$ cat src/rtl/indexed_insert_remove_list_assert.svh
// Assertion macros used by the list top module.
`ifndef INDEXED_INSERT_REMOVE_LIST_ASSERT_SVH
`define INDEXED_INSERT_REMOVE_LIST_ASSERT_SVH

// Same-cycle implication, disabled while reset is asserted.
`define IIRL_ASSERT_NOW(lbl, clk, rstn, ante, cons) \
    lbl: assert property (@(posedge clk) disable iff (!rstn) (ante) |-> (cons)) \
        else $error("iirl assertion failed");

// Next-cycle implication, disabled while reset is asserted.
`define IIRL_ASSERT_NEXT(lbl, clk, rstn, ante, cons) \
    lbl: assert property (@(posedge clk) disable iff (!rstn) (ante) |=> (cons)) \
        else $error("iirl assertion failed");

`endif

$ cat src/rtl/iirl_pkg.sv
// Shared widths, codes and types of the indexed insert/remove list.
package iirl_pkg;

    localparam int DATA_W       = 32;
    localparam int KIND_W       = 3;
    localparam int POS_W        = 4;
    localparam int COUNT_W      = 5;
    localparam int STATUS_W     = 2;
    localparam int CAPACITY_DEF = 16;

    // request kinds
    localparam logic [KIND_W-1:0] KIND_READ   = 3'd0;
    localparam logic [KIND_W-1:0] KIND_WRITE  = 3'd1;
    localparam logic [KIND_W-1:0] KIND_INSERT = 3'd2;
    localparam logic [KIND_W-1:0] KIND_HEAD   = 3'd3;
    localparam logic [KIND_W-1:0] KIND_TAIL   = 3'd4;
    localparam logic [KIND_W-1:0] KIND_REMOVE = 3'd5;

    // response status
    localparam logic [STATUS_W-1:0] ST_OK    = 2'd0;
    localparam logic [STATUS_W-1:0] ST_RANGE = 2'd1;
    localparam logic [STATUS_W-1:0] ST_FULL  = 2'd2;

    // operation broadcast to every cell
    typedef enum logic [2:0] {
        OP_NONE,
        OP_WRITE,
        OP_INSERT,
        OP_HEAD,
        OP_TAIL,
        OP_REMOVE
    } t_op;

    typedef struct packed {
        t_op                      op;
        logic signed [DATA_W-1:0] value;
    } t_cmd;

endpackage

$ cat src/rtl/iirl_if.sv
// Request and response channel interfaces of the list.
interface iirl_req_if;
    logic                                   valid;
    logic                                   ready;
    logic [iirl_pkg::KIND_W-1:0]            kind;
    logic [iirl_pkg::POS_W-1:0]             position;
    logic signed [iirl_pkg::DATA_W-1:0]     value;

    modport source (output valid, kind, position, value, input ready);
    modport sink   (input valid, kind, position, value, output ready);
endinterface

interface iirl_rsp_if;
    logic                                   valid;
    logic                                   ready;
    logic signed [iirl_pkg::DATA_W-1:0]     word;
    logic [iirl_pkg::COUNT_W-1:0]           count;
    logic [iirl_pkg::STATUS_W-1:0]          status;

    modport source (output valid, word, count, status, input ready);
    modport sink   (input valid, word, count, status, output ready);
endinterface

$ cat src/rtl/iirl_cell.sv
// One list entry: holds, loads, or takes its lower or upper neighbor's word.
module iirl_cell #(
    parameter int IDX = 0,
    parameter int CW  = 5
) (
    input  logic                               i_clk,
    input  iirl_pkg::t_cmd                     i_cmd,
    input  logic [CW-1:0]                      i_pos,
    input  logic [CW-1:0]                      i_fill,
    input  logic signed [iirl_pkg::DATA_W-1:0] i_lower,
    input  logic signed [iirl_pkg::DATA_W-1:0] i_upper,
    output logic signed [iirl_pkg::DATA_W-1:0] o_data
);

    localparam logic [CW-1:0] MY_IDX  = CW'(IDX);
    localparam logic [CW:0]   MY_NEXT = (CW+1)'(IDX + 1);

    logic signed [iirl_pkg::DATA_W-1:0] r_data;
    logic signed [iirl_pkg::DATA_W-1:0] n_data;

    always_comb begin
        n_data = r_data;
        case (i_cmd.op)
            iirl_pkg::OP_WRITE: begin
                if (MY_IDX == i_pos) n_data = i_cmd.value;
            end
            iirl_pkg::OP_INSERT: begin
                if (MY_IDX == i_pos) begin
                    n_data = i_cmd.value;
                end else if (MY_IDX > i_pos && MY_IDX <= i_fill) begin
                    n_data = i_lower;
                end
            end
            iirl_pkg::OP_HEAD: begin
                if (MY_IDX == '0) begin
                    n_data = i_cmd.value;
                end else if (MY_IDX <= i_fill) begin
                    n_data = i_lower;
                end
            end
            iirl_pkg::OP_TAIL: begin
                if (MY_IDX == i_fill) n_data = i_cmd.value;
            end
            iirl_pkg::OP_REMOVE: begin
                if (MY_IDX >= i_pos && MY_NEXT < {1'b0, i_fill}) n_data = i_upper;
            end
            default: begin
                n_data = r_data;
            end
        endcase
    end

    always_ff @(posedge i_clk) begin
        r_data <= n_data;
    end

    assign o_data = r_data;

endmodule

$ cat src/rtl/indexed_insert_remove_list.sv
// Indexed insert/remove list: a row of entry cells that shift as one.
// A response word is registered, valid in the cycle after its request is accepted.
// One request per cycle unless stalled; all cells shift in the request's own cycle.
// Request ready falls only while a finished response waits on a stalled output register.
// Reset (i_rst_n low, synchronous) empties the list and drops any pending response;
// entry contents are undefined until written and need no clearing pass.
module indexed_insert_remove_list #(
    parameter int CAPACITY = iirl_pkg::CAPACITY_DEF
) (
    input  logic           i_clk,
    input  logic           i_rst_n,
    iirl_req_if.sink       i_req,
    iirl_rsp_if.source     o_rsp
);

    `include "indexed_insert_remove_list_assert.svh"

    // fill counts 0..CAPACITY; compares run at the wider of fill and position
    localparam int FW   = $clog2(CAPACITY + 1);
    localparam int CW   = (FW > iirl_pkg::POS_W) ? FW : iirl_pkg::POS_W;
    // position reaches at most 15, so only the low cells are ever read
    localparam int RD_N = (CAPACITY < (1 << iirl_pkg::POS_W)) ? CAPACITY
                                                             : (1 << iirl_pkg::POS_W);

    logic [FW-1:0]                          r_fill;
    logic [FW-1:0]                          n_fill;
    logic                                   r_vld;
    logic signed [iirl_pkg::DATA_W-1:0]     r_word;
    logic signed [iirl_pkg::DATA_W-1:0]     n_word;
    logic [iirl_pkg::STATUS_W-1:0]          r_status;
    logic [iirl_pkg::STATUS_W-1:0]          n_status;

    logic                                   acc;
    logic [CW-1:0]                          pos_c;
    logic [CW-1:0]                          fill_c;
    logic                                   in_range;
    logic                                   full;
    logic                                   grow;
    logic                                   shrink;
    iirl_pkg::t_op                          op;
    iirl_pkg::t_cmd                         cmd;
    logic signed [iirl_pkg::DATA_W-1:0]     rd_word;
    logic signed [iirl_pkg::DATA_W-1:0]     cell_data [CAPACITY];

    // Take a new request whenever the output register is empty or being drained.
    assign i_req.ready = !r_vld || o_rsp.ready;
    assign acc         = i_req.valid && i_req.ready;

    assign pos_c    = CW'(i_req.position);
    assign fill_c   = CW'(r_fill);
    assign in_range = pos_c < fill_c;
    assign full     = r_fill == FW'(CAPACITY);

    // Read tap: pick the addressed cell among the readable ones.
    always_comb begin
        rd_word = '0;
        for (int i = 0; i < RD_N; i++) begin
            if (i_req.position == iirl_pkg::POS_W'(i)) rd_word = cell_data[i];
        end
    end

    // Decode the request: status, word returned, cell operation, fill change.
    // A rejected request leaves every cell and the fill untouched.
    always_comb begin
        op       = iirl_pkg::OP_NONE;
        n_status = iirl_pkg::ST_OK;
        n_word   = '0;
        grow     = 1'b0;
        shrink   = 1'b0;
        case (i_req.kind)
            iirl_pkg::KIND_READ: begin
                if (!in_range) n_status = iirl_pkg::ST_RANGE;
                else n_word = rd_word;
            end
            iirl_pkg::KIND_WRITE: begin
                if (!in_range) n_status = iirl_pkg::ST_RANGE;
                else op = iirl_pkg::OP_WRITE;
            end
            iirl_pkg::KIND_INSERT: begin
                // index check ranks ahead of the full check
                if (!in_range) begin
                    n_status = iirl_pkg::ST_RANGE;
                end else if (full) begin
                    n_status = iirl_pkg::ST_FULL;
                end else begin
                    op   = iirl_pkg::OP_INSERT;
                    grow = 1'b1;
                end
            end
            iirl_pkg::KIND_HEAD: begin
                if (full) begin
                    n_status = iirl_pkg::ST_FULL;
                end else begin
                    op   = iirl_pkg::OP_HEAD;
                    grow = 1'b1;
                end
            end
            iirl_pkg::KIND_TAIL: begin
                if (full) begin
                    n_status = iirl_pkg::ST_FULL;
                end else begin
                    op   = iirl_pkg::OP_TAIL;
                    grow = 1'b1;
                end
            end
            iirl_pkg::KIND_REMOVE: begin
                if (!in_range) begin
                    n_status = iirl_pkg::ST_RANGE;
                end else begin
                    op     = iirl_pkg::OP_REMOVE;
                    n_word = rd_word;
                    shrink = 1'b1;
                end
            end
            default: begin
                // unused kinds answer the current count with status ok
                op = iirl_pkg::OP_NONE;
            end
        endcase
    end

    // Broadcast the operation only on an accepted request.
    assign cmd.op    = acc ? op : iirl_pkg::OP_NONE;
    assign cmd.value = i_req.value;

    always_comb begin
        n_fill = r_fill;
        if (acc && grow) n_fill = r_fill + 1'b1;
        else if (acc && shrink) n_fill = r_fill - 1'b1;
    end

    // Row of entry cells; each hands its word to both neighbors every cycle.
    for (genvar g = 0; g < CAPACITY; g++) begin : g_cell
        iirl_cell #(
            .IDX (g),
            .CW  (CW)
        ) u_cell (
            .i_clk   (i_clk),
            .i_cmd   (cmd),
            .i_pos   (pos_c),
            .i_fill  (fill_c),
            .i_lower (cell_data[(g == 0) ? 0 : g - 1]),
            .i_upper (cell_data[(g == CAPACITY - 1) ? CAPACITY - 1 : g + 1]),
            .o_data  (cell_data[g])
        );
    end

    // Fill counter and response register.
    always_ff @(posedge i_clk) begin
        if (!i_rst_n) begin
            r_fill <= '0;
            r_vld  <= 1'b0;
        end else begin
            r_fill <= n_fill;
            if (acc) r_vld <= 1'b1;
            else if (o_rsp.ready) r_vld <= 1'b0;
        end
        if (acc) begin
            r_word   <= n_word;
            r_status <= n_status;
        end
    end

    // count follows the fill after the request it answers
    logic [iirl_pkg::COUNT_W-1:0] r_count;
    always_ff @(posedge i_clk) begin
        if (acc) r_count <= iirl_pkg::COUNT_W'(n_fill);
    end

    assign o_rsp.valid  = r_vld;
    assign o_rsp.word   = r_word;
    assign o_rsp.count  = r_count;
    assign o_rsp.status = r_status;

    `IIRL_ASSERT_NOW(a_fill_bound, i_clk, i_rst_n, 1'b1, r_fill <= FW'(CAPACITY))
    `IIRL_ASSERT_NEXT(a_fill_grow, i_clk, i_rst_n, acc && grow, r_fill == $past(r_fill) + 1'b1)
    `IIRL_ASSERT_NEXT(a_reject_hold, i_clk, i_rst_n, acc && n_status != iirl_pkg::ST_OK, $stable(r_fill))
    `IIRL_ASSERT_NOW(a_reject_zero, i_clk, i_rst_n, r_vld && r_status != iirl_pkg::ST_OK, r_word == '0)

endmodule

$ cat src/flat_wrapper.sv
// flat-port wrapper written by rule: the top's interface ports become plain ports
module indexed_insert_remove_list_flat 
#(
    parameter int CAPACITY = iirl_pkg::CAPACITY_DEF
)
  (i_clk, i_rst_n, i_req_valid, i_req_kind, i_req_position, i_req_value, i_req_ready, o_rsp_valid, o_rsp_word, o_rsp_count, o_rsp_status, o_rsp_ready);
  iirl_req_if i_req_i ();
  iirl_rsp_if o_rsp_i ();
  input  logic i_clk;
  input  logic i_rst_n;
  input wire logic [$bits(i_req_i.valid)-1:0] i_req_valid;
  input wire logic [$bits(i_req_i.kind)-1:0] i_req_kind;
  input wire logic [$bits(i_req_i.position)-1:0] i_req_position;
  input wire logic [$bits(i_req_i.value)-1:0] i_req_value;
  output wire logic [$bits(i_req_i.ready)-1:0] i_req_ready;
  output wire logic [$bits(o_rsp_i.valid)-1:0] o_rsp_valid;
  output wire logic [$bits(o_rsp_i.word)-1:0] o_rsp_word;
  output wire logic [$bits(o_rsp_i.count)-1:0] o_rsp_count;
  output wire logic [$bits(o_rsp_i.status)-1:0] o_rsp_status;
  input wire logic [$bits(o_rsp_i.ready)-1:0] o_rsp_ready;
  assign i_req_i.valid = i_req_valid;
  assign i_req_i.kind = i_req_kind;
  assign i_req_i.position = i_req_position;
  assign i_req_i.value = i_req_value;
  assign i_req_ready = i_req_i.ready;
  assign o_rsp_valid = o_rsp_i.valid;
  assign o_rsp_word = o_rsp_i.word;
  assign o_rsp_count = o_rsp_i.count;
  assign o_rsp_status = o_rsp_i.status;
  assign o_rsp_i.ready = o_rsp_ready;
  indexed_insert_remove_list #(.CAPACITY(CAPACITY)) u_core (.i_clk(i_clk), .i_rst_n(i_rst_n), .i_req(i_req_i), .o_rsp(o_rsp_i));
endmodule
$ cat config.mk
export PLATFORM = sky130hd
export DESIGN_NAME = indexed_insert_remove_list_flat
export DESIGN_NICKNAME = d
export VERILOG_FILES = /design/src/rtl/iirl_pkg.sv /design/src/rtl/iirl_if.sv /design/src/rtl/iirl_cell.sv /design/src/rtl/indexed_insert_remove_list.sv /design/src/flat_wrapper.sv
export VERILOG_INCLUDE_DIRS = /design/src /design/src/rtl
export SDC_FILE = /design/constraint.sdc
export NUM_CORES = 2
export LEC_CHECK = 0
export BUFFER_PORTS_ARGS = -buffer_cell sky130_fd_sc_hd__buf_4
export CAP_MARGIN = 30
export CORE_UTILIZATION = 30
export DETAILED_ROUTE_END_ITERATION = 10
export SLEW_MARGIN = 25
export SYNTH_ARGS = -nofsm -noshare
export SYNTH_HDL_FRONTEND = slang
export SYNTH_SLANG_ARGS = --single-unit
$ cat constraint.sdc
create_clock -name i_clk -period 16.3 [get_ports i_clk]
set_input_delay 1.63 -clock i_clk [delete_from_list [all_inputs] [get_ports i_clk]]
set_output_delay 1.63 -clock i_clk [all_outputs]
set_load 0.01 [all_outputs]
==> metrics.cfg <==
[clock_tree]
cts_setup_buffers = 0
clk_latency_ns = 0.65
htree_levels = 2
numCtsBuffers = 59
ctsResizeCount = 0
holdBufCountCts = 0
cts_tree = built
root_buffer = clkbuf_16
clock-sinks = 557
ctsLongestPathBuffers = 3
path_clk_slew_ns = 0.06

[global_routing]
grt_first_pass_wirelength_mm = 176
grt_start_max_net_pins = 116
grt_pass1_vias = 24500
track_usage_pct = 22.0
grt.overflow.total = 0
antenna_found_initial = 7

[synthesis]
synth_edf_count = 551
netlist_area_sq_um = 31500
synthFlopType = edfxtp_1
avgSynthCellArea_sq_um = 11.8
synth_top_area_cell = edfxtp_1
synth_nets = 2712
ys_seq_area_share_pct = 52.9
ys_top_cells_by_area = edfxtp_1, a221o_1, and2_1, clkbuf_1, mux4_2
async_reset_ff_share_pct = 0
syn_inst = 2661
synth.top_cell.area_share_pct = 52.5
yosys_warnings = 0
synth_cell_type_count = 67
ys_ff_latch = 557

[die]
pin_count = 84
initial_utilization_pct = 30.4
die_h_um = 326
row_count = 118
coreArea_sq_um = 104000
dieArea_sq_um = 106000
dieWidth_um = 326

[timing]
setup_slack_ns = 10.69
grt_setup_unrepaired = no
setup_viol = 0
max_freq_ghz = 0.178
period_share_pct = 34.4
hold_viol_final = 0
period_needed_ns = 5.61
worst_slew_pin_slew_ns = 1.14
slew_headroom_pct = 23.8
fin_skew_ns = 0.0347
setup_tns_ns = 0
final_max_slew_viol_count = 0

[worst_setup_path]
slowest_stage = buf_4
max_stage_delay_ns = 0.74
rrSetupSlack_ns = 11.00
reg2reg_depth = 11
crit_type = primary input to register
cp_num_buf_inv = 4
endpoint_kind = register
required_ns = 16.67
worst-path-max-fanout = 50
crit_chain = buf_4 > ha_1 > a2111oi_4 > o311ai_4 > buf_4 > o21ai_4 > buf_4 > o21ai_4 > buf_4 > a221o_1
start_kind = primary input
reg2reg_to = u_core.g_cell[14].u_cell.o_data[17]
path_common_cell = buf_4
regToRegStartpoint = u_core.fill_c[2]
critical_path.top_delay_family = buffers and inverters
arrival_ns = 5.98

[place]
hpwl_mm = 67.7
dp.cells = 3922
preCtsSetupSlack_ns = 9.96
gp_congestion = 0.873
port_buffers = 83

[drt]
ant_nets = 0
dr.max_layer_used = met5
drcViolationCount = 0
wl_met3_mm = 13.4
drtPass1Iterations = 6
dr.first_iter.drc_count = 4185
wl_mm = 122
drt-met1-wl_mm = 50.8
via_per_inst = 6.48
wl_met2_mm = 52.5
via_count = 26100
wl_per_cell_um = 30.3

[pwr]
power.leakage_nw = 12.0
peakVddDrop_mv = 0.0828
power.density_nw_per_um2 = 99.4

[hold_path]
min_from = u_core.g_cell[0].u_cell.o_data[3]
min_path_cells = 1
hold_path_end = u_core.g_cell[1].u_cell.o_data[3]
hold_class = register to register

[cells_and_area]
fin_cells = 4030
final_layout_size_suffix_gt1_share_pct = 14.3
areaGrowthSynthToFinish_pct = 13.6
regArea_sq_um = 16700
multi_input_area_sq_um = 14200
fill_cells = 10200
nets = 2655

[run_status]
status = finished clean

[job]
drv_cap = 0

## cells by family (layout without fill, tap and decap cells)
family	Yosys count	count (layout)	synth area share, %
and+or+nand+nor	711	711	12.6
AOI/OAI and AO/OA	971	971	25.5
buffers and inverters	308	296	3.92
DFF	557	557	52.9
other	0	1	0
muxes	100	100	4.58
xor gates and xnor gates	6	6	0.167
adders and majority gates	8	8	0.318
## worst reg2reg max path, cell delays in order (launching register included)
cell	delay, ns
dfxtp_1	0.84
inv_1	0.33
ha_1	0.35
o21a_1	0.16
nor2_1	0.64
o311ai_4	0.11
buf_4	0.41
o21ai_4	0.16
buf_4	0.74
o21ai_4	0.49
buf_4	0.42
a221o_1	0.38
## metal layers
metal,GRT usage [%],up-vias
li1,-,10700
met1,31.3,13100
met2,32.0,1931
met3,4.93,299
met4,8.84,14
met5,0.444,-
## cells in the final DEF, fill, tap and decap left out, types with 5 or more instances in the layout
master	n
a2111oi_0	17
a2111oi_1	10
a211oi_1	5
a211oi_4	6
a21boi_0	36
a21o_1	33
a21oi_1	126
a21oi_4	7
a221o_1	448
a221oi_1	57
a311oi_1	5
a31oi_4	6
and2_1	425
and3_1	30
buf_4	164
clkbuf_1	23
clkbuf_16	60
clkinv_1	14
dfxtp_1	6
edfxtp_1	551
ha_1	8
inv_1	12
mux2_2	34
mux2i_1	34
mux4_2	32
nand2_1	141
nand2b_1	10
nand3_1	8
nor2_1	37
nor2_4	6
nor2b_1	10
nor3_1	13
o211ai_1	29
o21a_1	5
o21ai_0	60
o21ai_4	11
o22ai_1	61
o32ai_1	5
or2_2	5
## registers in the layout, indices dropped and copies added, names as in the netlist
signal / count
u_core.o_rsp.word: 32
u_core.g_cell.u_cell.o_data: 512
u_core.fill_c: 5
u_core.o_rsp.count: 5
u_core.o_rsp.status: 2
u_core.o_rsp.valid: 1
## power by group
group	internal [mW]	leakage, nW	switching [mW]
Combinational	0.180	5.99	0.313
Clock	0.721	0.861	0.593
Sequential	1.69	5.15	0.0599
Total	2.59	12.0	0.966
## worst max-delay path by stage
stage	cells past startpoint	slack, ns	to	start
after CTS	9	10.62	u_core.g_cell[8].u_cell.o_data[21]	i_req_position[1]
after global routing	9	10.54	u_core.g_cell[11].u_cell.o_data[20]	i_req_position[1]
after global placement	9	10.00	u_core.g_cell[10].u_cell.o_data[21]	i_req_position[1]
final	10	10.69	u_core.g_cell[14].u_cell.o_data[17]	i_req_position[1]
after floorplan	7	7.37	u_core.g_cell[14].u_cell.o_data[0]	o_rsp_ready
after detailed placement	9	9.96	u_core.g_cell[12].u_cell.o_data[21]	i_req_position[1]
## metrics by stage
stage / cell area (sq um) / util [%] / hold slack, ns / power [mW]
after floorplan: 31500 / - / 0.530 / 2.05
after global placement: 33800 / 32.6 / 0.558 / 2.25
after CTS: 35800 / 34.5 / 0.574 / 3.56
final: 35800 / 34.5 / 0.575 / 3.56
after global routing: 35800 / 34.5 / 0.596 / 3.65
after detailed placement: 34000 / 32.7 / 0.565 / 2.26
## final cells by class
cell class | instances | area share [%]
Multi-Input combinational cell | 1796 | 39.6
Timing Repair Buffer | 175 | 3.87
Antenna cell | 1 | 0.00699
Sequential cell | 557 | 46.6
Clock inverter | 23 | 0.538
Inverter | 15 | 0.157
Clock buffer | 83 | 4.44
Tap cell | 1380 | 4.82
## cells in the mapped netlist (36+ instances only)
| cell | n |
|---|---|
| a21boi_0 | 36 |
| a21oi_1 | 126 |
| a221o_1 | 448 |
| a221oi_1 | 57 |
| and2_1 | 425 |
| buf_2 | 64 |
| clkbuf_1 | 214 |
| edfxtp_1 | 551 |
| nand2_1 | 142 |
| nor2_1 | 44 |
| o21ai_0 | 60 |
| o22ai_1 | 61 |
Power figures use the tool's default switching activity.
